File: config.mk
export PLATFORM = sky130hd
export DESIGN_NAME = terminal_key_escape_encoder_unit
export DESIGN_NICKNAME = d
export VERILOG_FILES = /design/src/design/tkee_pkg.sv /design/src/design/tkee_encode.sv /design/src/design/tkee_serializer.sv /design/src/design/terminal_key_escape_encoder_unit.sv
export SDC_FILE = /design/constraint.sdc
export NUM_CORES = 1
export LEC_CHECK = 0
export BUFFER_PORTS_ARGS = -buffer_cell sky130_fd_sc_hd__buf_2
export CAP_MARGIN = 20
export CORE_MARGIN = 5
export CORE_UTILIZATION = 35
export CTS_CLUSTER_SIZE = 12
export DETAILED_ROUTE_END_ITERATION = 7
export PLACE_DENSITY = 0.5
export SLEW_MARGIN = 15
export SYNTH_ARGS = -nofsm -noshare
export SYNTH_HDL_FRONTEND = slang
export SYNTH_SLANG_ARGS = --single-unit
File: constraint.sdc
create_clock -name clk_i -period 3.5 [get_ports clk_i]
set_input_delay 0.175 -clock clk_i [delete_from_list [all_inputs] [get_ports clk_i]]
set_output_delay 0.175 -clock clk_i [all_outputs]
set_load 0.005 [all_outputs]
File: src/design/tkee_pkg.sv
// Shared types, key codes, byte constants and tables for the key escape encoder.
// No dependencies; every other design file refers to this package by scoped names.

package tkee_pkg;

  // sequence storage
  localparam int unsigned MAX_SEQ_BYTES = 7;
  localparam int unsigned LEN_W         = $clog2(MAX_SEQ_BYTES + 1);

  // configuration register indexes
  localparam int unsigned CFG_IDX_W  = 1;
  localparam logic [CFG_IDX_W-1:0] CFG_APP_CURSOR = 1'b0;
  localparam logic [CFG_IDX_W-1:0] CFG_APP_KEYPAD = 1'b1;

  // virtual key codes
  localparam logic [7:0] KC_BACK     = 8'h08;
  localparam logic [7:0] KC_CLEAR    = 8'h0C;
  localparam logic [7:0] KC_PRIOR    = 8'h21;
  localparam logic [7:0] KC_NEXT     = 8'h22;
  localparam logic [7:0] KC_END      = 8'h23;
  localparam logic [7:0] KC_HOME     = 8'h24;
  localparam logic [7:0] KC_LEFT     = 8'h25;
  localparam logic [7:0] KC_UP       = 8'h26;
  localparam logic [7:0] KC_RIGHT    = 8'h27;
  localparam logic [7:0] KC_DOWN     = 8'h28;
  localparam logic [7:0] KC_INSERT   = 8'h2D;
  localparam logic [7:0] KC_DELETE   = 8'h2E;
  localparam logic [7:0] KC_NUM0     = 8'h60;
  localparam logic [7:0] KC_NUM9     = 8'h69;
  localparam logic [7:0] KC_MULTIPLY = 8'h6A;
  localparam logic [7:0] KC_ADD      = 8'h6B;
  localparam logic [7:0] KC_SUBTRACT = 8'h6D;
  localparam logic [7:0] KC_DECIMAL  = 8'h6E;
  localparam logic [7:0] KC_DIVIDE   = 8'h6F;
  localparam logic [7:0] KC_F1       = 8'h70;
  localparam logic [7:0] KC_F12      = 8'h7B;

  // byte values
  localparam logic [7:0] CH_ESC    = 8'h1B;
  localparam logic [7:0] CH_CTRL_W = 8'h17;
  localparam logic [7:0] CH_LBRACK = 8'h5B;
  localparam logic [7:0] CH_SS3_O  = 8'h4F;
  localparam logic [7:0] CH_SEMI   = 8'h3B;
  localparam logic [7:0] CH_TILDE  = 8'h7E;
  localparam logic [7:0] CH_ZERO   = 8'h30;
  localparam logic [7:0] CH_ONE    = 8'h31;
  localparam logic [7:0] CH_UP_A   = 8'h41;
  localparam logic [7:0] CH_DOWN_B = 8'h42;
  localparam logic [7:0] CH_RGHT_C = 8'h43;
  localparam logic [7:0] CH_LEFT_D = 8'h44;
  localparam logic [7:0] CH_END_F  = 8'h46;
  localparam logic [7:0] CH_HOME_H = 8'h48;
  localparam logic [7:0] CH_KP_J   = 8'h6A;
  localparam logic [7:0] CH_KP_K   = 8'h6B;
  localparam logic [7:0] CH_KP_M   = 8'h6D;
  localparam logic [7:0] CH_KP_N   = 8'h6E;
  localparam logic [7:0] CH_KP_O   = 8'h6F;
  localparam logic [7:0] CH_KP_P   = 8'h70;
  localparam logic [7:0] CH_KP_U   = 8'h75;
  localparam logic [7:0] CH_NONE   = 8'h00;

  // one key press beat
  typedef struct packed {
    logic [7:0] vk_code;
    logic       shift_held;
    logic       alt_held;
    logic       ctrl_held;
  } key_beat_t;

  // one output byte beat
  typedef struct packed {
    logic [7:0] out_byte;
    logic       last_byte;
  } byte_beat_t;

  // a whole encoded sequence, byte 0 goes out first
  typedef struct packed {
    logic [MAX_SEQ_BYTES-1:0][7:0] seq_bytes;
    logic [LEN_W-1:0]              seq_len;
  } seq_t;

  // CSI number of F1..F12 as two BCD digits {tens, ones}
  function automatic logic [7:0] fkey_bcd(logic [3:0] idx);
    logic [7:0] bcd;
    bcd = 8'h00;
    unique case (idx)
      4'd0:    bcd = 8'h11;
      4'd1:    bcd = 8'h12;
      4'd2:    bcd = 8'h13;
      4'd3:    bcd = 8'h14;
      4'd4:    bcd = 8'h15;
      4'd5:    bcd = 8'h17;
      4'd6:    bcd = 8'h18;
      4'd7:    bcd = 8'h19;
      4'd8:    bcd = 8'h20;
      4'd9:    bcd = 8'h21;
      4'd10:   bcd = 8'h23;
      4'd11:   bcd = 8'h24;
      default: bcd = 8'h00;
    endcase
    return bcd;
  endfunction

endpackage

File: src/design/tkee_encode.sv
// Combinational encoder: one registered key press to a full byte sequence.
// Depends on tkee_pkg for key codes, byte constants, the F-key table and seq_t.

module tkee_encode (
  input  tkee_pkg::key_beat_t key_i,
  input  logic                app_cursor_i,
  input  logic                app_keypad_i,
  output tkee_pkg::seq_t      seq_o
);

  typedef enum logic [1:0] {
    FORM_NONE,
    FORM_SS3,
    FORM_CSI,
    FORM_CTRL_W
  } form_e;

  logic [7:0] k;
  logic       mod_none;
  logic [7:0] mod_ch;
  logic [7:0] kp_letter;
  logic [7:0] arrow_letter;
  logic       is_fkey;
  logic [7:0] f_bcd;
  form_e      form;
  logic [7:0] final_ch;
  logic [3:0] num_tens;
  logic [3:0] num_ones;

  function automatic logic [7:0] CH_ONE_SUM(tkee_pkg::key_beat_t kb);
    return tkee_pkg::CH_ONE + {5'b0, kb.ctrl_held, kb.alt_held, kb.shift_held};
  endfunction

  assign k        = key_i.vk_code;
  assign mod_none = !(key_i.shift_held || key_i.alt_held || key_i.ctrl_held);
  // modifier digit is '1' + shift + 2*alt + 4*ctrl
  assign mod_ch   = CH_ONE_SUM(key_i);
  assign is_fkey  = (k >= tkee_pkg::KC_F1) && (k <= tkee_pkg::KC_F12);
  assign f_bcd    = tkee_pkg::fkey_bcd(k[3:0]);

  // application keypad final letter, zero when not a keypad key
  always_comb begin
    kp_letter = tkee_pkg::CH_NONE;
    if ((k >= tkee_pkg::KC_NUM0) && (k <= tkee_pkg::KC_NUM9)) begin
      kp_letter = tkee_pkg::CH_KP_P + {4'b0, k[3:0]};
    end else begin
      unique case (k)
        tkee_pkg::KC_CLEAR:    kp_letter = tkee_pkg::CH_KP_U;
        tkee_pkg::KC_DECIMAL:  kp_letter = tkee_pkg::CH_KP_N;
        tkee_pkg::KC_MULTIPLY: kp_letter = tkee_pkg::CH_KP_J;
        tkee_pkg::KC_ADD:      kp_letter = tkee_pkg::CH_KP_K;
        tkee_pkg::KC_SUBTRACT: kp_letter = tkee_pkg::CH_KP_M;
        tkee_pkg::KC_DIVIDE:   kp_letter = tkee_pkg::CH_KP_O;
        default:               kp_letter = tkee_pkg::CH_NONE;
      endcase
    end
  end

  // arrow final letter, zero when not an arrow
  always_comb begin
    unique case (k)
      tkee_pkg::KC_UP:    arrow_letter = tkee_pkg::CH_UP_A;
      tkee_pkg::KC_DOWN:  arrow_letter = tkee_pkg::CH_DOWN_B;
      tkee_pkg::KC_RIGHT: arrow_letter = tkee_pkg::CH_RGHT_C;
      tkee_pkg::KC_LEFT:  arrow_letter = tkee_pkg::CH_LEFT_D;
      default:            arrow_letter = tkee_pkg::CH_NONE;
    endcase
  end

  // pick the sequence form, its number and final byte
  always_comb begin
    form     = FORM_NONE;
    final_ch = tkee_pkg::CH_NONE;
    num_tens = 4'd0;
    num_ones = 4'd1;
    priority if (app_keypad_i && mod_none && (kp_letter != tkee_pkg::CH_NONE)) begin
      form     = FORM_SS3;
      final_ch = kp_letter;
    end else if (arrow_letter != tkee_pkg::CH_NONE) begin
      form     = (app_cursor_i && mod_none) ? FORM_SS3 : FORM_CSI;
      final_ch = arrow_letter;
    end else if (is_fkey) begin
      form     = FORM_CSI;
      final_ch = tkee_pkg::CH_TILDE;
      num_tens = f_bcd[7:4];
      num_ones = f_bcd[3:0];
    end else begin
      unique case (k)
        tkee_pkg::KC_BACK: begin
          form = key_i.ctrl_held ? FORM_CTRL_W : FORM_NONE;
        end
        tkee_pkg::KC_HOME: begin
          form     = FORM_CSI;
          final_ch = tkee_pkg::CH_HOME_H;
        end
        tkee_pkg::KC_END: begin
          form     = FORM_CSI;
          final_ch = tkee_pkg::CH_END_F;
        end
        tkee_pkg::KC_INSERT: begin
          form     = FORM_CSI;
          final_ch = tkee_pkg::CH_TILDE;
          num_ones = 4'd2;
        end
        tkee_pkg::KC_DELETE: begin
          form     = FORM_CSI;
          final_ch = tkee_pkg::CH_TILDE;
          num_ones = 4'd3;
        end
        tkee_pkg::KC_PRIOR: begin
          form     = FORM_CSI;
          final_ch = tkee_pkg::CH_TILDE;
          num_ones = 4'd5;
        end
        tkee_pkg::KC_NEXT: begin
          form     = FORM_CSI;
          final_ch = tkee_pkg::CH_TILDE;
          num_ones = 4'd6;
        end
        default: begin
          form = FORM_NONE;
        end
      endcase
    end
  end

  // lay the bytes out in order
  always_comb begin
    logic [tkee_pkg::LEN_W-1:0] pos;
    seq_o = '0;
    pos   = '0;
    unique case (form)
      FORM_SS3: begin
        seq_o.seq_bytes[0] = tkee_pkg::CH_ESC;
        seq_o.seq_bytes[1] = tkee_pkg::CH_SS3_O;
        seq_o.seq_bytes[2] = final_ch;
        seq_o.seq_len      = tkee_pkg::LEN_W'(3);
      end
      FORM_CSI: begin
        seq_o.seq_bytes[0] = tkee_pkg::CH_ESC;
        seq_o.seq_bytes[1] = tkee_pkg::CH_LBRACK;
        pos = tkee_pkg::LEN_W'(2);
        if (num_tens != 4'd0) begin
          seq_o.seq_bytes[pos] = tkee_pkg::CH_ZERO + {4'b0, num_tens};
          pos = pos + tkee_pkg::LEN_W'(1);
        end
        seq_o.seq_bytes[pos] = tkee_pkg::CH_ZERO + {4'b0, num_ones};
        pos = pos + tkee_pkg::LEN_W'(1);
        if (!mod_none) begin
          seq_o.seq_bytes[pos] = tkee_pkg::CH_SEMI;
          pos = pos + tkee_pkg::LEN_W'(1);
          seq_o.seq_bytes[pos] = mod_ch;
          pos = pos + tkee_pkg::LEN_W'(1);
        end
        seq_o.seq_bytes[pos] = final_ch;
        seq_o.seq_len        = pos + tkee_pkg::LEN_W'(1);
      end
      FORM_CTRL_W: begin
        if (key_i.alt_held) begin
          seq_o.seq_bytes[0] = tkee_pkg::CH_ESC;
          seq_o.seq_bytes[1] = tkee_pkg::CH_CTRL_W;
          seq_o.seq_len      = tkee_pkg::LEN_W'(2);
        end else begin
          seq_o.seq_bytes[0] = tkee_pkg::CH_CTRL_W;
          seq_o.seq_len      = tkee_pkg::LEN_W'(1);
        end
      end
      default: begin
        seq_o.seq_len = '0;
      end
    endcase
  end

endmodule

File: src/design/tkee_serializer.sv
// Sequence buffer and byte shifter: sends a loaded sequence one byte per cycle.
// Depends on tkee_pkg for seq_t, byte_beat_t and the sequence sizes.

module tkee_serializer (
  input  logic                 clk_i,
  input  logic                 rst_ni,
  input  logic                 load_i,
  input  tkee_pkg::seq_t       seq_i,
  output logic                 free_o,
  output logic                 byte_valid_o,
  output tkee_pkg::byte_beat_t byte_o
);

  logic [tkee_pkg::MAX_SEQ_BYTES-1:0][7:0] buf_q, buf_d;
  logic [tkee_pkg::LEN_W-1:0]              remain_q, remain_d;

  // free for a new sequence once the current last byte is going out
  assign free_o       = (remain_q <= tkee_pkg::LEN_W'(1));
  assign byte_valid_o = (remain_q != '0);
  assign byte_o.out_byte  = buf_q[0];
  assign byte_o.last_byte = (remain_q == tkee_pkg::LEN_W'(1));

  // load or shift toward byte 0
  always_comb begin
    buf_d    = buf_q;
    remain_d = remain_q;
    if (load_i) begin
      buf_d    = seq_i.seq_bytes;
      remain_d = seq_i.seq_len;
    end else if (remain_q != '0) begin
      buf_d    = {8'h00, buf_q[tkee_pkg::MAX_SEQ_BYTES-1:1]};
      remain_d = remain_q - tkee_pkg::LEN_W'(1);
    end
  end

  // byte count
  always_ff @(posedge clk_i or negedge rst_ni) begin
    if (!rst_ni) begin
      remain_q <= '0;
    end else begin
      remain_q <= remain_d;
    end
  end

  // sequence bytes, payload only
  always_ff @(posedge clk_i) begin
    buf_q <= buf_d;
  end

endmodule

File: src/design/terminal_key_escape_encoder_unit.sv
// Top level of the key escape encoder: key register, mode registers, encoder, shifter.
// Depends on tkee_pkg, tkee_encode and tkee_serializer.
//
//  channel   | ports                                  | handshake
//  ----------+----------------------------------------+------------------------------
//  key in    | start, busy, key_i                     | taken when start && !busy
//  byte out  | result_valid_o, result_o               | valid per byte, no stall
//  config    | cfg_we_i, cfg_idx_i, cfg_wdata_i       | written when cfg_we_i is high
//
// A key beat waits in the key register until the shifter is free, is encoded and loaded
// into the shifter, and its bytes leave from the cycle after the load on, one per cycle (0 to 7 bytes).
// A key in the key register moves on as the last byte of the key ahead goes out, or at once
// when the shifter is empty; a new key is taken only when the key register is empty or its key moves on.
// busy is high only while a key waits in the key register for the shifter to drain.
// Reset empties the key register and the shifter and clears both mode bits; the
// receiver cannot stall.

module terminal_key_escape_encoder_unit (
  input  logic                                clk_i,
  input  logic                                rst_ni,
  input  logic                                start,
  output logic                                busy,
  input  tkee_pkg::key_beat_t                 key_i,
  output logic                                result_valid_o,
  output tkee_pkg::byte_beat_t                result_o,
  input  logic                                cfg_we_i,
  input  logic [tkee_pkg::CFG_IDX_W-1:0]      cfg_idx_i,
  input  logic                                cfg_wdata_i
);

  logic                app_cursor_q, app_keypad_q;
  logic                key_vld_q, key_vld_d;
  tkee_pkg::key_beat_t key_q;
  tkee_pkg::seq_t      seq;
  logic                ser_free;
  logic                move;
  logic                accept;

  // handoff from key register into the shifter
  assign move      = key_vld_q && ser_free;
  assign busy      = key_vld_q && !ser_free;
  assign accept    = start && !busy;
  assign key_vld_d = accept || (key_vld_q && !move);

  // mode registers
  always_ff @(posedge clk_i or negedge rst_ni) begin
    if (!rst_ni) begin
      app_cursor_q <= 1'b0;
      app_keypad_q <= 1'b0;
    end else if (cfg_we_i) begin
      unique case (cfg_idx_i)
        tkee_pkg::CFG_APP_CURSOR: app_cursor_q <= cfg_wdata_i;
        tkee_pkg::CFG_APP_KEYPAD: app_keypad_q <= cfg_wdata_i;
        default: begin
        end
      endcase
    end
  end

  // key register valid
  always_ff @(posedge clk_i or negedge rst_ni) begin
    if (!rst_ni) begin
      key_vld_q <= 1'b0;
    end else begin
      key_vld_q <= key_vld_d;
    end
  end

  // key register payload
  always_ff @(posedge clk_i) begin
    if (accept) begin
      key_q <= key_i;
    end
  end

  tkee_encode u_encode (
    .key_i        (key_q),
    .app_cursor_i (app_cursor_q),
    .app_keypad_i (app_keypad_q),
    .seq_o        (seq)
  );

  tkee_serializer u_serializer (
    .clk_i        (clk_i),
    .rst_ni       (rst_ni),
    .load_i       (move),
    .seq_i        (seq),
    .free_o       (ser_free),
    .byte_valid_o (result_valid_o),
    .byte_o       (result_o)
  );

endmodule
After elaboration in Yosys (flattened, before gate mapping) --
Memories as Yosys holds them, arrays and structs flattened. A register that Yosys moved wholly into a read port is not among the register bits. Cells that the tools add are included.
Cells by class: add/subtract/negate cells 9, $lt $le $gt $ge 13, equal/unequal tests 21, mux-type cells 50, bitwise logic cells 4, reductions and logical operators 29
Operators with widths (number):
- 56-bit two-way mux | 4
- 56-bit bitwise mux | 3
- 8-bit demux with 3-bit select | 4
- 8-bit by 6-bit equality test with 1-bit output (second input constant) | 10
- 8-bit two-way mux | 10
- 16-bit one-hot mux with 3 select lines | 1
- 7-bit one-hot mux with 6 select lines | 1
- 8-bit by 7-bit equality test with 1-bit output (second input constant) | 5
- 35-bit OR | 1
- 32-bit two-way mux | 1
- 4-bit two-way mux | 7
- 7-bit one-hot mux with 4 select lines | 1
- 21-bit bitwise AND | 1
- 21-bit inverter | 1
- 7-bit one-hot mux with 3 select lines | 1
- 8-bit by 4-bit equality test with 1-bit output (second input constant) | 2
- 8-bit by 7-bit greater-or-equal comparator with 1-bit output (second input constant) | 2
- 8-bit by 7-bit less-or-equal comparator with 1-bit output (second input constant) | 2
- 3-bit by 4-bit less-than comparator with 1-bit output (second input constant) | 4
- 8-bit one-hot mux with 2 select lines | 1
- 8-bit nonzero test | 2
- 3-bit two-way mux | 5
- 6-bit by 4-bit adder with 7-bit output (first input constant) | 2
- 1-bit logical AND | 13
- other kinds (25) | 42
Word-level totals: register bits after elaboration 73, memory bits (read-only) 96, input port bits 17, output and inout port bits 11, word-level logic and storage cells 142, memories 1
Memories:
- (no name shown) | depth 16, bits a word 6, rd ports 1, clocked after memory_dff 1, write ports 0, line tkee_pkg.sv:86 | unique case (idx)

Logic depth before layout (Yosys ltp) --
Gate-level depths: netlist (run 1).
depth in word-level cells 22, depth in mapped cells 17, gate-level depth less buffers 14

By module --
Synthesis (run 1) repeated with hierarchy kept, for this count alone.
Second synthesis, totals: cells, all modules 431, area total of the unflattened synthesis 4707.0 um^2
Modules (own cells, without submodules):
- tkee_serializer | times used 1, cells each 152, area each 2665.1 um^2, seq. area each 1756.7 um^2
- tkee_encode | times used 1, cells each 256, area each 1565.3 um^2, seq. area each 0.0 um^2
- terminal_key_escape_encoder_unit | times used 1, cells each 23, area each 476.7 um^2, seq. area each 405.4 um^2

Least setup slack after synthesis (run 1) --
Ideal clock, no wire load.
path kind flip-flop to flip-flop, start register key_q[7] (netlist name), end register u_serializer.buf_q[19] (netlist name), data pin, setup time 0.256 ns, data arrival time 2.917 ns, required time 3.244 ns, path slack 0.327 ns, stages on the path, launching flop included 14, path buffers 2, clock period less this slack 3.173 ns, path through edfxtp_1 -> or4_1 -> mux2i_1 -> o2bb2ai_2 -> nand2b_1 -> inv_1 -> ha_1 -> clkbuf_8 -> nor2_1 -> or3_1 -> clkbuf_1 -> nor2_1 -> a41o_1 -> a22o_1
RTL lines:
- start: declaration | line terminal_key_escape_encoder_unit.sv:33 | tkee_pkg::key_beat_t key_q;
- start signal: assignment | line terminal_key_escape_encoder_unit.sv:72 | key_q <= key_i;
- end signal: assignment | line tkee_serializer.sv:47 | buf_q <= buf_d;
- end: declaration | line tkee_serializer.sv:14 | logic [tkee_pkg::MAX_SEQ_BYTES-1:0][7:0] buf_q, buf_d;

==> results.toml, run 1 <==
[status]
run_status = "finished, final reports clean"

[floorplanning]
die_area_mm2 = 0.0145
die_w_um = 121
ioPinCount = 28
start_util_pct = 35.6
rows = 40
die_h_um = 121
coreArea_mm2 = 0.0120

[drt]
drt_pass1_iterations = 5
drt_iter0_drc = 292
postRouteAntennaNets = 0
drt_wl_total_um = 10800
drc = 0
wl_per_cell_um = 17.9
dr_total_vias = 3284
routed_via_density = 5.45

[cts]
htree_levels = 3
clk_pin_slew_worst_paths_ps = 60
cts_sinks = 72
clk_latency_ps = 350
numCtsBuffers = 9
cts_root_buf = "clkbuf_16"
cts_setup_buffers = 0
cts.path.max_buffers = 2
tritoncts = "yes"

[power_and_ir_drop]
leakage_nw = 1.98
vdd_drop_max_uv = 276
power.total_w = 0.00415
p_per_area_mw_per_mm2 = 844

[sta]
setup_viol = 0
slew_violations = 0
fin_setup_tns_ps = 0
rsz0062_at_grt = "false"
tightest_slew_ps = 716
holdWs_ps = 33.8
setup_ws_ps = 201
finClkSkew_ps = 7.40
fin_crit_sh_pct = 94.2
relSlewSlack_pct = 52.1
period_needed_ps = 3300
hold_viol = 0
fmax_ghz = 0.303

[setup_path]
crit_path_end_kind = "register"
critical_path_class = "register to register"
r2r_end = "u_serializer.buf_q[10]$_DFFE_PP_"
required_ps = 3710
reg2reg_depth = 12
cp_data_arrival_time_ps = 3510
start_kind = "register"
cp_max_fo = 10
r2r_slack_ps = 200
r2r-start = "key_q[1]$_DFFE_PP_"

[worst_hold_path]
whs_path_depth = 1
hold_end = "key_q[4]$_DFFE_PP_"
hold_class = "primary input to register"
hold_path_startpoint = "key_i[4]"

[finish]
finalNetCount = 486
area_delta_synth_final_pct = 14.9
final_common_cell = "edfxtp_1"
layout_common_cells = "edfxtp_1 (60), nand2_1 (40), nor2_1 (38), a21oi_1 (29), o21ai_0 (29)"
drive_gt1_share_pct = 17.8
diodes = 0

[grt]
overflow = 0
grt_max_degree = 51
grt_usage_pct = 15.8
grt_pass1_wl_um = 17500
grt_pass1_vias = 3156
antenna_found_initial = 0

[place]
place.gp.congestion = 0.905
io_buffers = 26
detailedPlace.worstSlack_ps = 140
post-dp-hpwl_um = 7780

[synthesis]
synth.ff_latch_count = 72
syn_area_per_cell_um2 = 10.2
synth_async_sr_flop_share_pct = 8.33
ys_types = 78
netlist_area_mm2 = 0.00428
synthCells = 419
ys.flop_type = "edfxtp_1"
yosysSeqAreaShare_pct = 48.4
synth-edff-count = 60
yosysWarnings = 0
synth.net_count = 454

[run]
drv_cap = 0
final cells by class:
type                       count  area [um^2]
fill                        1198         7090
sequential                    72         2070
multi-input combinational    293         1920
timing repair buffer          52          345
clock buffer                  10          229
tap                          147          184
inverter                      23         86.3
clock inverter                 6         82.6
Yosys cell counts, types with 3 or more instances:
| library cell | number | area share (%) |
|---|---|---|
| a221o_1 | 3 | 0.70 |
| buf_6 | 3 | 0.79 |
| o31ai_1 | 3 | 0.53 |
| o21a_1 | 5 | 0.88 |
| a22o_1 | 4 | 0.82 |
| inv_1 | 23 | 2.0 |
| a211oi_1 | 3 | 0.53 |
| nor3_1 | 10 | 1.2 |
| dfrtp_1 | 6 | 3.5 |
| edfxtp_1 | 60 | 42 |
| or3_1 | 4 | 0.58 |
| nor2b_1 | 7 | 1.0 |
| buf_2 | 3 | 0.35 |
| and3_1 | 5 | 0.73 |
| dfxtp_1 | 6 | 2.8 |
| nor4_1 | 4 | 0.58 |
| ha_1 | 18 | 5.3 |
| nand3_1 | 6 | 0.70 |
| o21ai_0 | 29 | 3.4 |
| and2_1 | 3 | 0.44 |
| nor2_1 | 39 | 3.4 |
| o22ai_1 | 3 | 0.44 |
| nand2b_1 | 5 | 0.73 |
| clkbuf_1 | 13 | 1.1 |
| a21o_1 | 7 | 1.2 |
| mux2i_1 | 3 | 0.70 |
| mux2_2 | 4 | 1.1 |
| a21oi_1 | 29 | 3.4 |
| nand2_1 | 41 | 3.6 |
| buf_4 | 8 | 1.4 |
where the power goes:
| part | total, W | switching (W) | internal [W] |
|---|---|---|---|
| Clock | 0.000988 | 0.000366 | 0.000622 |
| Sequential | 0.00160 | 0.000153 | 0.00145 |
| Combinational | 0.00156 | 0.000976 | 0.000586 |
critical path, cell delays in order (launching register included):
cell	delay (ps)
edfxtp_1	540
inv_1	90
ha_1	220
nand2b_1	280
nor2_1	170
o2bb2ai_2	200
nand2b_1	180
inv_1	110
ha_2	290
inv_1	50
or3b_1	490
or3_1	420
a21oi_2	140
layer usage:
layer	GRT usage, %	share of wire (%)	vias to the layer above
met4	7.44	2.7	0
met5	0	0	-
met1	22.2	47	1576
met2	23.6	45	84
li1	-	-	1603
met3	3.04	4.9	21
sequential cells by signal (all words and copies together) (netlist names):
| register | cells |
|---|---|
| app_keypad_q | 1 |
| key_q | 11 |
| u_serializer.byte_o | 7 |
| app_cursor_q | 1 |
| u_encode.f_bcd | 6 |
| u_serializer.buf_q | 42 |
| key_vld_q | 1 |
| u_serializer.remain_q | 3 |
metrics by stage:
stage | instances | area (um^2) | util (%)
floorplan | 419 | 4280 | -
global placement | 579 | 4520 | 37.6
detailed placement | 579 | 4520 | 37.6
CTS | 603 | 4910 | 40.9
global route | 603 | 4920 | 40.9
finish | 603 | 4920 | 40.9
cell families after synthesis:
| logic type | Yosys count | synth area share, % |
|---|---|---|
| compound gates | 124 | 20.3 |
| xor+xnor | 3 | 0.614 |
| fa+ha+maj | 18 | 5.26 |
| buf+inv | 54 | 6.90 |
| flops | 72 | 48.4 |
| mux | 7 | 1.75 |
| other cells | 1 | 0.0877 |
| simple gates | 140 | 16.6 |
worst max-delay path by stage:
stage / cells past startpoint / start / slack (ps) / to
3_5_place_dp: 11 / key_q[1]$_DFFE_PP_ / 140 / u_serializer.buf_q[10]$_DFFE_PP_
5_1_grt: 12 / key_q[1]$_DFFE_PP_ / 40 / u_serializer.buf_q[10]$_DFFE_PP_
2_1_floorplan: 13 / key_q[7]$_DFFE_PP_ / 330 / u_serializer.buf_q[19]$_DFFE_PP_
3_3_place_gp: 11 / key_q[1]$_DFFE_PP_ / 250 / u_serializer.buf_q[10]$_DFFE_PP_
6_report: 12 / key_q[1]$_DFFE_PP_ / 200 / u_serializer.buf_q[10]$_DFFE_PP_
4_1_cts: 11 / key_q[1]$_DFFE_PP_ / 90 / u_serializer.buf_q[10]$_DFFE_PP_
repair_timing:
action | CTS | global route
hold endpoints to repair | 13 | 0
hold buffers | 8 | 0
setup endpoints to repair | 0 | 17
gates resized for setup | 0 | 2
Power figures use the tool's default switching activity.
==> run 2, diff against run 1 <==
--- a/config.mk
+++ b/config.mk
@@ -12,6 +12,7 @@
 export CTS_CLUSTER_SIZE = 12
 export DETAILED_ROUTE_END_ITERATION = 7
 export PLACE_DENSITY = 0.5
+export SETUP_SLACK_MARGIN = 0.4
 export SLEW_MARGIN = 15
 export SYNTH_ARGS = -nofsm -noshare
 export SYNTH_HDL_FRONTEND = slang
==> constraint.sdc (replaced) <==
create_clock -name clk_i -period 4.2 [get_ports clk_i]
set_input_delay 0.21 -clock clk_i [delete_from_list [all_inputs] [get_ports clk_i]]
set_output_delay 0.21 -clock clk_i [all_outputs]
set_load 0.005 [all_outputs]
==> run 2 against run 1 <==
  * Cell area fell by 3.7%
  * Largest cell class unchanged
  * Maximum frequency fell by 6.8%
  * Hold slack improved by 12 ps
  * Non-clock buffer count fell by 18
  * Via count fell by 1.7%
  * Highest routed layer unchanged
  * Global-route usage fell by 1.3 points
  * Critical endpoint is now u_serializer.buf_q[18]$_DFFE_PP_
  * Largest power group unchanged
  * Critical path type unchanged
==> results.toml, run 2 (same netlist as run 1, synthesis figures left out) <==
[status]
run_status = "finished, final reports clean"

[worst_hold_path]
hold_class = "primary input to register"
whs_path_depth = 1

[finish]
area_delta_synth_final_pct = 10.7
fillers = 1176
finalCoreUtilization_pct = 39.4
diodes = 0
largest_register_ffs = 42
layout_common_cells = "edfxtp_1 (60), nand2_1 (40), nor2_1 (39), a21oi_1 (29), o21ai_0 (29)"
final_common_cell = "edfxtp_1"
drive_gt1_share_pct = 15.8
finalNetCount = 468
regMostFlops = "u_serializer.buf_q"

[setup_path]
path_cells = "and2_2, nor2_1, a311o_2, nand2b_1, inv_1, ha_1, nor2_1, or3_1, nor2_1, nand2b_1, o311ai_0"
cp_data_arrival_time_ps = 3620
start_kind = "register"
critical_path.slowest_cell = "edfxtp_1"
crit_path_frequent_cell = "nor2_1"
crit_path_end_kind = "register"
max_stage_delay_ps = 560
critical_path_class = "register to register"
cp_max_fo = 13
required_ps = 4280
reg2reg_depth = 11

[cts]
cts_sinks = 72
numCtsBuffers = 9
clk_latency_ps = 340
htree_levels = 3
cts_root_buf = "clkbuf_16"
cts_setup_buffers = 0
cts.path.max_buffers = 2
clk_pin_slew_worst_paths_ps = 60
tritoncts = "yes"

[drt]
dr_total_vias = 3228
wl_per_cell_um = 17.5
drc = 0
drt-met1-wl_um = 4940
postRouteAntennaNets = 0
wl_met2_um = 4650
drt_pass1_iterations = 5
drt_iter0_drc = 286
routed_via_density = 5.53
wl_met3_um = 479
top_layer_used = "met4"
drt_wl_total_um = 10200

[sta]
fin_crit_sh_pct = 84.2
relSlewSlack_pct = 34.1
period_needed_ps = 3540
slew_violations = 0
setup_viol = 0
tightest_slew_ps = 983
finClkSkew_ps = 3.97
fin_setup_tns_ps = 0
hold_viol = 0
holdWs_ps = 46.1
rsz0062_at_grt = "false"
fmax_ghz = 0.283

[floorplanning]
die_area_mm2 = 0.0145
ioPinCount = 28
start_util_pct = 35.6
die_w_um = 121
coreArea_mm2 = 0.0120
rows = 40
die_h_um = 121

[power_and_ir_drop]
p_comb_share_pct = 37.2
p_int_w = 0.00212
p_per_area_mw_per_mm2 = 705
p_switching_w = 0.00122
p_sw_share_pct = 36.6
pwr-share-seq_pct = 40.3
vdd_drop_max_uv = 229
leakage_nw = 1.88
clkPwrFrac_pct = 22.4

[grt]
grt_usage_pct = 14.6
grt_max_degree = 36
grt_pass1_vias = 3078
antenna_found_initial = 0
grt_pass1_wl_um = 16500
overflow = 0

[place]
post-dp-hpwl_um = 7540
io_buffers = 26
place.gp.congestion = 0.854

[run]
drv_cap = 0
==> run 2: per-stage QoR <==
step           std cells  setup WS (ps)  cell area, um^2  power, W
2_1_floorplan        419           1030             4280   0.00229
3_3_place_gp         568            796             4440   0.00261
3_5_place_dp         568            699             4440   0.00261
4_1_cts              584            645             4730   0.00337
5_1_grt              584            478             4740   0.00357
6_report             584            662             4740   0.00334
==> run 2: power by group through the flow <==
stage,Clock (W),Combinational [W],Sequential [W]
4_1_cts,0.000766,0.00125,0.00135
6_report,0.000749,0.00124,0.00135
2_1_floorplan,0,0.000981,0.00131
3_3_place_gp,0,0.00126,0.00136
3_5_place_dp,0,0.00125,0.00136
5_1_grt,0.000792,0.00140,0.00138
==> run 2: path summary, 6_finish.rpt <==
| kind | startpoint | to | slack, ps |
|---|---|---|---|
| min in group asynchronous | rst_ni | u_serializer.remain_q[1]$_DFFE_PN0P_ | 230 |
| max in group asynchronous | rst_ni | app_cursor_q$_DFFE_PN0P_ | 3830 |
| setup reg to reg | key_q[5]$_DFFE_PP_ | u_serializer.buf_q[18]$_DFFE_PP_ | 660 |
| hold / removal | key_i[1] | key_q[1]$_DFFE_PP_ | 50 |
| hold reg to reg | u_serializer.buf_q[28]$_DFFE_PP_ | u_serializer.buf_q[20]$_DFFE_PP_ | 520 |
| setup / recovery | key_q[5]$_DFFE_PP_ | u_serializer.buf_q[18]$_DFFE_PP_ | 660 |
==> run 2: layer usage <==
| layer | GRT usage, % | vias to the layer above |
|---|---|---|
| met5 | 0 | - |
| met4 | 5.52 | 0 |
| met3 | 2.57 | 14 |
| met2 | 22.6 | 84 |
| met1 | 20.3 | 1560 |
| li1 | - | 1570 |
==> run 2: repair_timing <==
action,in CTS,in global routing
endpoints found under the hold margin,6,0
hold buffers,1,0
resized for setup,0,1
endpoints found under the setup margin,0,2
==> run 2: area by class of cell <==
| type | count | area [um^2] | share of cell area, % |
|---|---|---|---|
| clock inverter | 6 | 60.1 | 1.27 |
| multi-input combinational | 293 | 1920 | 40.4 |
| inverter | 23 | 86.3 | 1.82 |
| clock buffer | 9 | 225 | 4.76 |
| timing repair buffer | 34 | 193 | 4.07 |
| sequential | 72 | 2070 | 43.8 |
| tap | 147 | 184 | 3.88 |
==> run 2: worst max-delay path, delay by kind of cell, from the launching register on <==
| kind | cells | cell delay (ps) |
|---|---|---|
| buf+inv | 1 | 140 |
| compound gates | 2 | 400 |
| simple gates | 7 | 1820 |
| fa+ha+maj | 1 | 360 |
| flops | 1 | 560 |
==> run 3, diff against run 2 <==
--- a/config.mk
+++ b/config.mk
@@ -5,6 +5,7 @@
 export SDC_FILE = /design/constraint.sdc
 export NUM_CORES = 1
 export LEC_CHECK = 0
+export ABC_AREA = 1
 export BUFFER_PORTS_ARGS = -buffer_cell sky130_fd_sc_hd__buf_2
 export CAP_MARGIN = 20
 export CORE_MARGIN = 5
==> constraint.sdc (replaced) <==
create_clock -name clk_i -period 3.29 [get_ports clk_i]
set_input_delay 0.1645 -clock clk_i [delete_from_list [all_inputs] [get_ports clk_i]]
set_output_delay 0.1645 -clock clk_i [all_outputs]
set_load 0.005 [all_outputs]
==> run 3 against run 2 <==
  * Global-route usage grew 0.55 points
  * Synthesized cell count grew 26%
  * Combinational power grew 27%
  * Routed wire length grew 5.5%
  * Clock skew grew 1.4 ps
  * Power grew 26%
  * Count of clock-buffer cells in the layout grew 2
  * Setup slack lost 140 ps
  * First-iteration DRC count shrank 34%
  * Non-clock buffer count grew 15
  * Synthesized area grew 1.3%
  * Cell area grew 8.2%
  * Critical path type unchanged
  * Critical endpoint is now u_serializer.buf_q[21]$_DFFE_PP_
  * Highest routed layer unchanged
==> results.toml, run 3 <==
[status]
run_status = "finished, final reports clean"

[power_and_ir_drop]
vdd_drop_max_uv = 395
p_int_w = 0.00264
p_sw_share_pct = 37.2
leakage_nw = 2.28
pwr-share-seq_pct = 40.2
clkPwrFrac_pct = 22.3
p_comb_share_pct = 37.5
p_per_area_mw_per_mm2 = 820
p_switching_w = 0.00156

[finish]
final_common_cell = "nand2_1"
drive_gt1_share_pct = 19.1
largest_register_ffs = 42
finalCoreUtilization_pct = 42.5
stdcell_area_mm2 = 0.00512
area_delta_synth_final_pct = 18.2
finalNetCount = 608
post_layout_nonfiller_instances = 745
layout_common_cells = "nand2_1 (133), edfxtp_1 (60), inv_1 (58), nor2_1 (54), nand3_1 (35)"
regMostFlops = "u_serializer.buf_q"
diodes = 0

[synthesis]
yosysSeqAreaShare_pct = 47.8
yosysWarnings = 0
ys_types = 39
synthCells = 529
netlist_area_mm2 = 0.00434
synth-edff-count = 60
yosys-top-cells-area = "edfxtp_1 (42%), nand2_1 (12%), inv_1 (5.5%)"
syn_area_per_cell_um2 = 8.20
synth.net_count = 564
synth.ff_latch_count = 72
synth_commonest_cells = "nand2_1 (135), inv_1 (64), edfxtp_1 (60), nor2_1 (60), nand3_1 (37)"
synth_top_area_share_pct = 41.6
synth_top_cell_by_area = "edfxtp_1"
synth_async_sr_flop_share_pct = 8.33
ys.flop_type = "edfxtp_1"
synth_most_common_cell = "nand2_1"

[place]
post-dp-hpwl_um = 8040
io_buffers = 26
dp.cells = 714
dpl_cell_area_mm2 = 0.00463
place.gp.congestion = 0.843

[setup_path]
crit_path_end_kind = "register"
cp_data_arrival_time_ps = 2990
start_kind = "register"
critical_path.slowest_cell = "edfxtp_1"
path_cells = "inv_1, nand2_2, nor2_4, o21ai_2, a21oi_2, nor2_2, nand4_1, nand2_2, inv_1, ha_2, buf_4, inv_2, a211oi_4, buf_4, a22o_1"
crit_family = "simple AND/OR/NAND/NOR gates"
cp_max_fo = 9
required_ps = 3500
max_stage_delay_ps = 440
critical_path_class = "register to register"
r2r_slack_ps = 520
cp_num_buf_inv = 5

[floorplanning]
start_util_pct = 35.9
die_h_um = 121
die_area_mm2 = 0.0147
rows = 40
die_w_um = 121
coreArea_mm2 = 0.0121
ioPinCount = 28

[drt]
dr_total_vias = 3547
drt_wl_total_um = 10800
drc = 0
drt_iter0_drc = 188
postRouteAntennaNets = 0
drt_pass1_iterations = 7
wl_per_cell_um = 14.5
routed_via_density = 4.76

[cts]
cts_sinks = 72
clk_pin_slew_worst_paths_ps = 50
cts.path.max_buffers = 2
tritoncts = "yes"
clk_latency_ps = 340
htree_levels = 3
cts_root_buf = "clkbuf_16"
numCtsBuffers = 9

[sta]
relSlewSlack_pct = 62.2
slew_violations = 0
hold_viol = 0
tightest_slew_ps = 566
setup_viol = 0
rsz0062_at_grt = "false"
fin_setup_tns_ps = 0
finClkSkew_ps = 5.36
holdWs_ps = 12.3
fin_crit_sh_pct = 84.2
period_needed_ps = 2770
fmax_ghz = 0.361

[grt]
grt_usage_pct = 15.1
grt_pass1_vias = 3376
grt_max_degree = 30
antenna_found_initial = 0
overflow = 0
grt_pass1_wl_um = 17000

[worst_hold_path]
hold_class = "primary input to register"

[run]
drv_cap = 0
run 3: timing repair:
action / 4_1_cts / 5_1_grt
endpoints found under the hold margin: 12 / 0
resized for setup: 7 / 18
pin swaps: 0 / 6
endpoints found under the setup margin: 28 / 43
hold buffers: 7 / 0
buffers inserted: 1 / 8
run 3: kinds of logic after synthesis:
family	synth area share, %
AND/OR/NAND/NOR	27.2
buffers and inverters	8.69
AO/OA/AOI/OAI	10.7
flip-flops	47.8
adder cells (fa/ha/maj)	5.19
XOR/XNOR	0.404
other	0.0865
run 3: layer usage:
metal	part of all wire (%)	wire [um]	GRT usage [%]	vias up
li1	-	-	-	1817
met1	49	5260	20.9	1634
met2	44	4790	22.8	77
met3	4.4	477	3.31	19
met4	2.5	273	6.44	0
met5	0	0	0	-
run 3: layout make-up:
type | count | area (um^2)
fillers | 1206 | 6940
flip-flops and latches | 72 | 2070
multi-input cells | 368 | 1960
repair buffers | 49 | 320
inverters | 73 | 279
clock buffers | 11 | 233
well taps | 168 | 210
clock inverters | 4 | 46.3
run 3: through the flow:
step / worst slack [ps] / total power (W)
6_report: 519 / 0.00420
5_1_grt: 395 / 0.00453
4_1_cts: 425 / 0.00419
3_5_place_dp: 146 / 0.00322
3_3_place_gp: 259 / 0.00320
2_1_floorplan: 500 / 0.00281
run 3: power groups by stage:
stage                     Combinational (W)  Clock (W)  Sequential (W)
after global routing                0.00179    0.00100         0.00173
after detailed placement            0.00151          0         0.00171
after CTS                           0.00154   0.000961         0.00169
final                               0.00157   0.000937         0.00169
after floorplan                     0.00112          0         0.00168
after global placement              0.00150          0         0.00171
run 3: worst paths after layout:
check                                                 start                                   end  depth (start not counted)
setup reg to reg                         key_q[7]$_DFFE_PP_      u_serializer.buf_q[21]$_DFFE_PP_                         15
max in group asynchronous                            rst_ni              app_keypad_q$_DFFE_PN0P_                          2
hold / removal                                     key_i[9]                    key_q[9]$_DFFE_PP_                          1
setup / recovery                         key_q[7]$_DFFE_PP_      u_serializer.buf_q[21]$_DFFE_PP_                         15
hold reg to reg            u_serializer.buf_q[28]$_DFFE_PP_      u_serializer.buf_q[20]$_DFFE_PP_                          2
min in group asynchronous                            rst_ni  u_serializer.remain_q[2]$_DFFE_PN0P_                          2
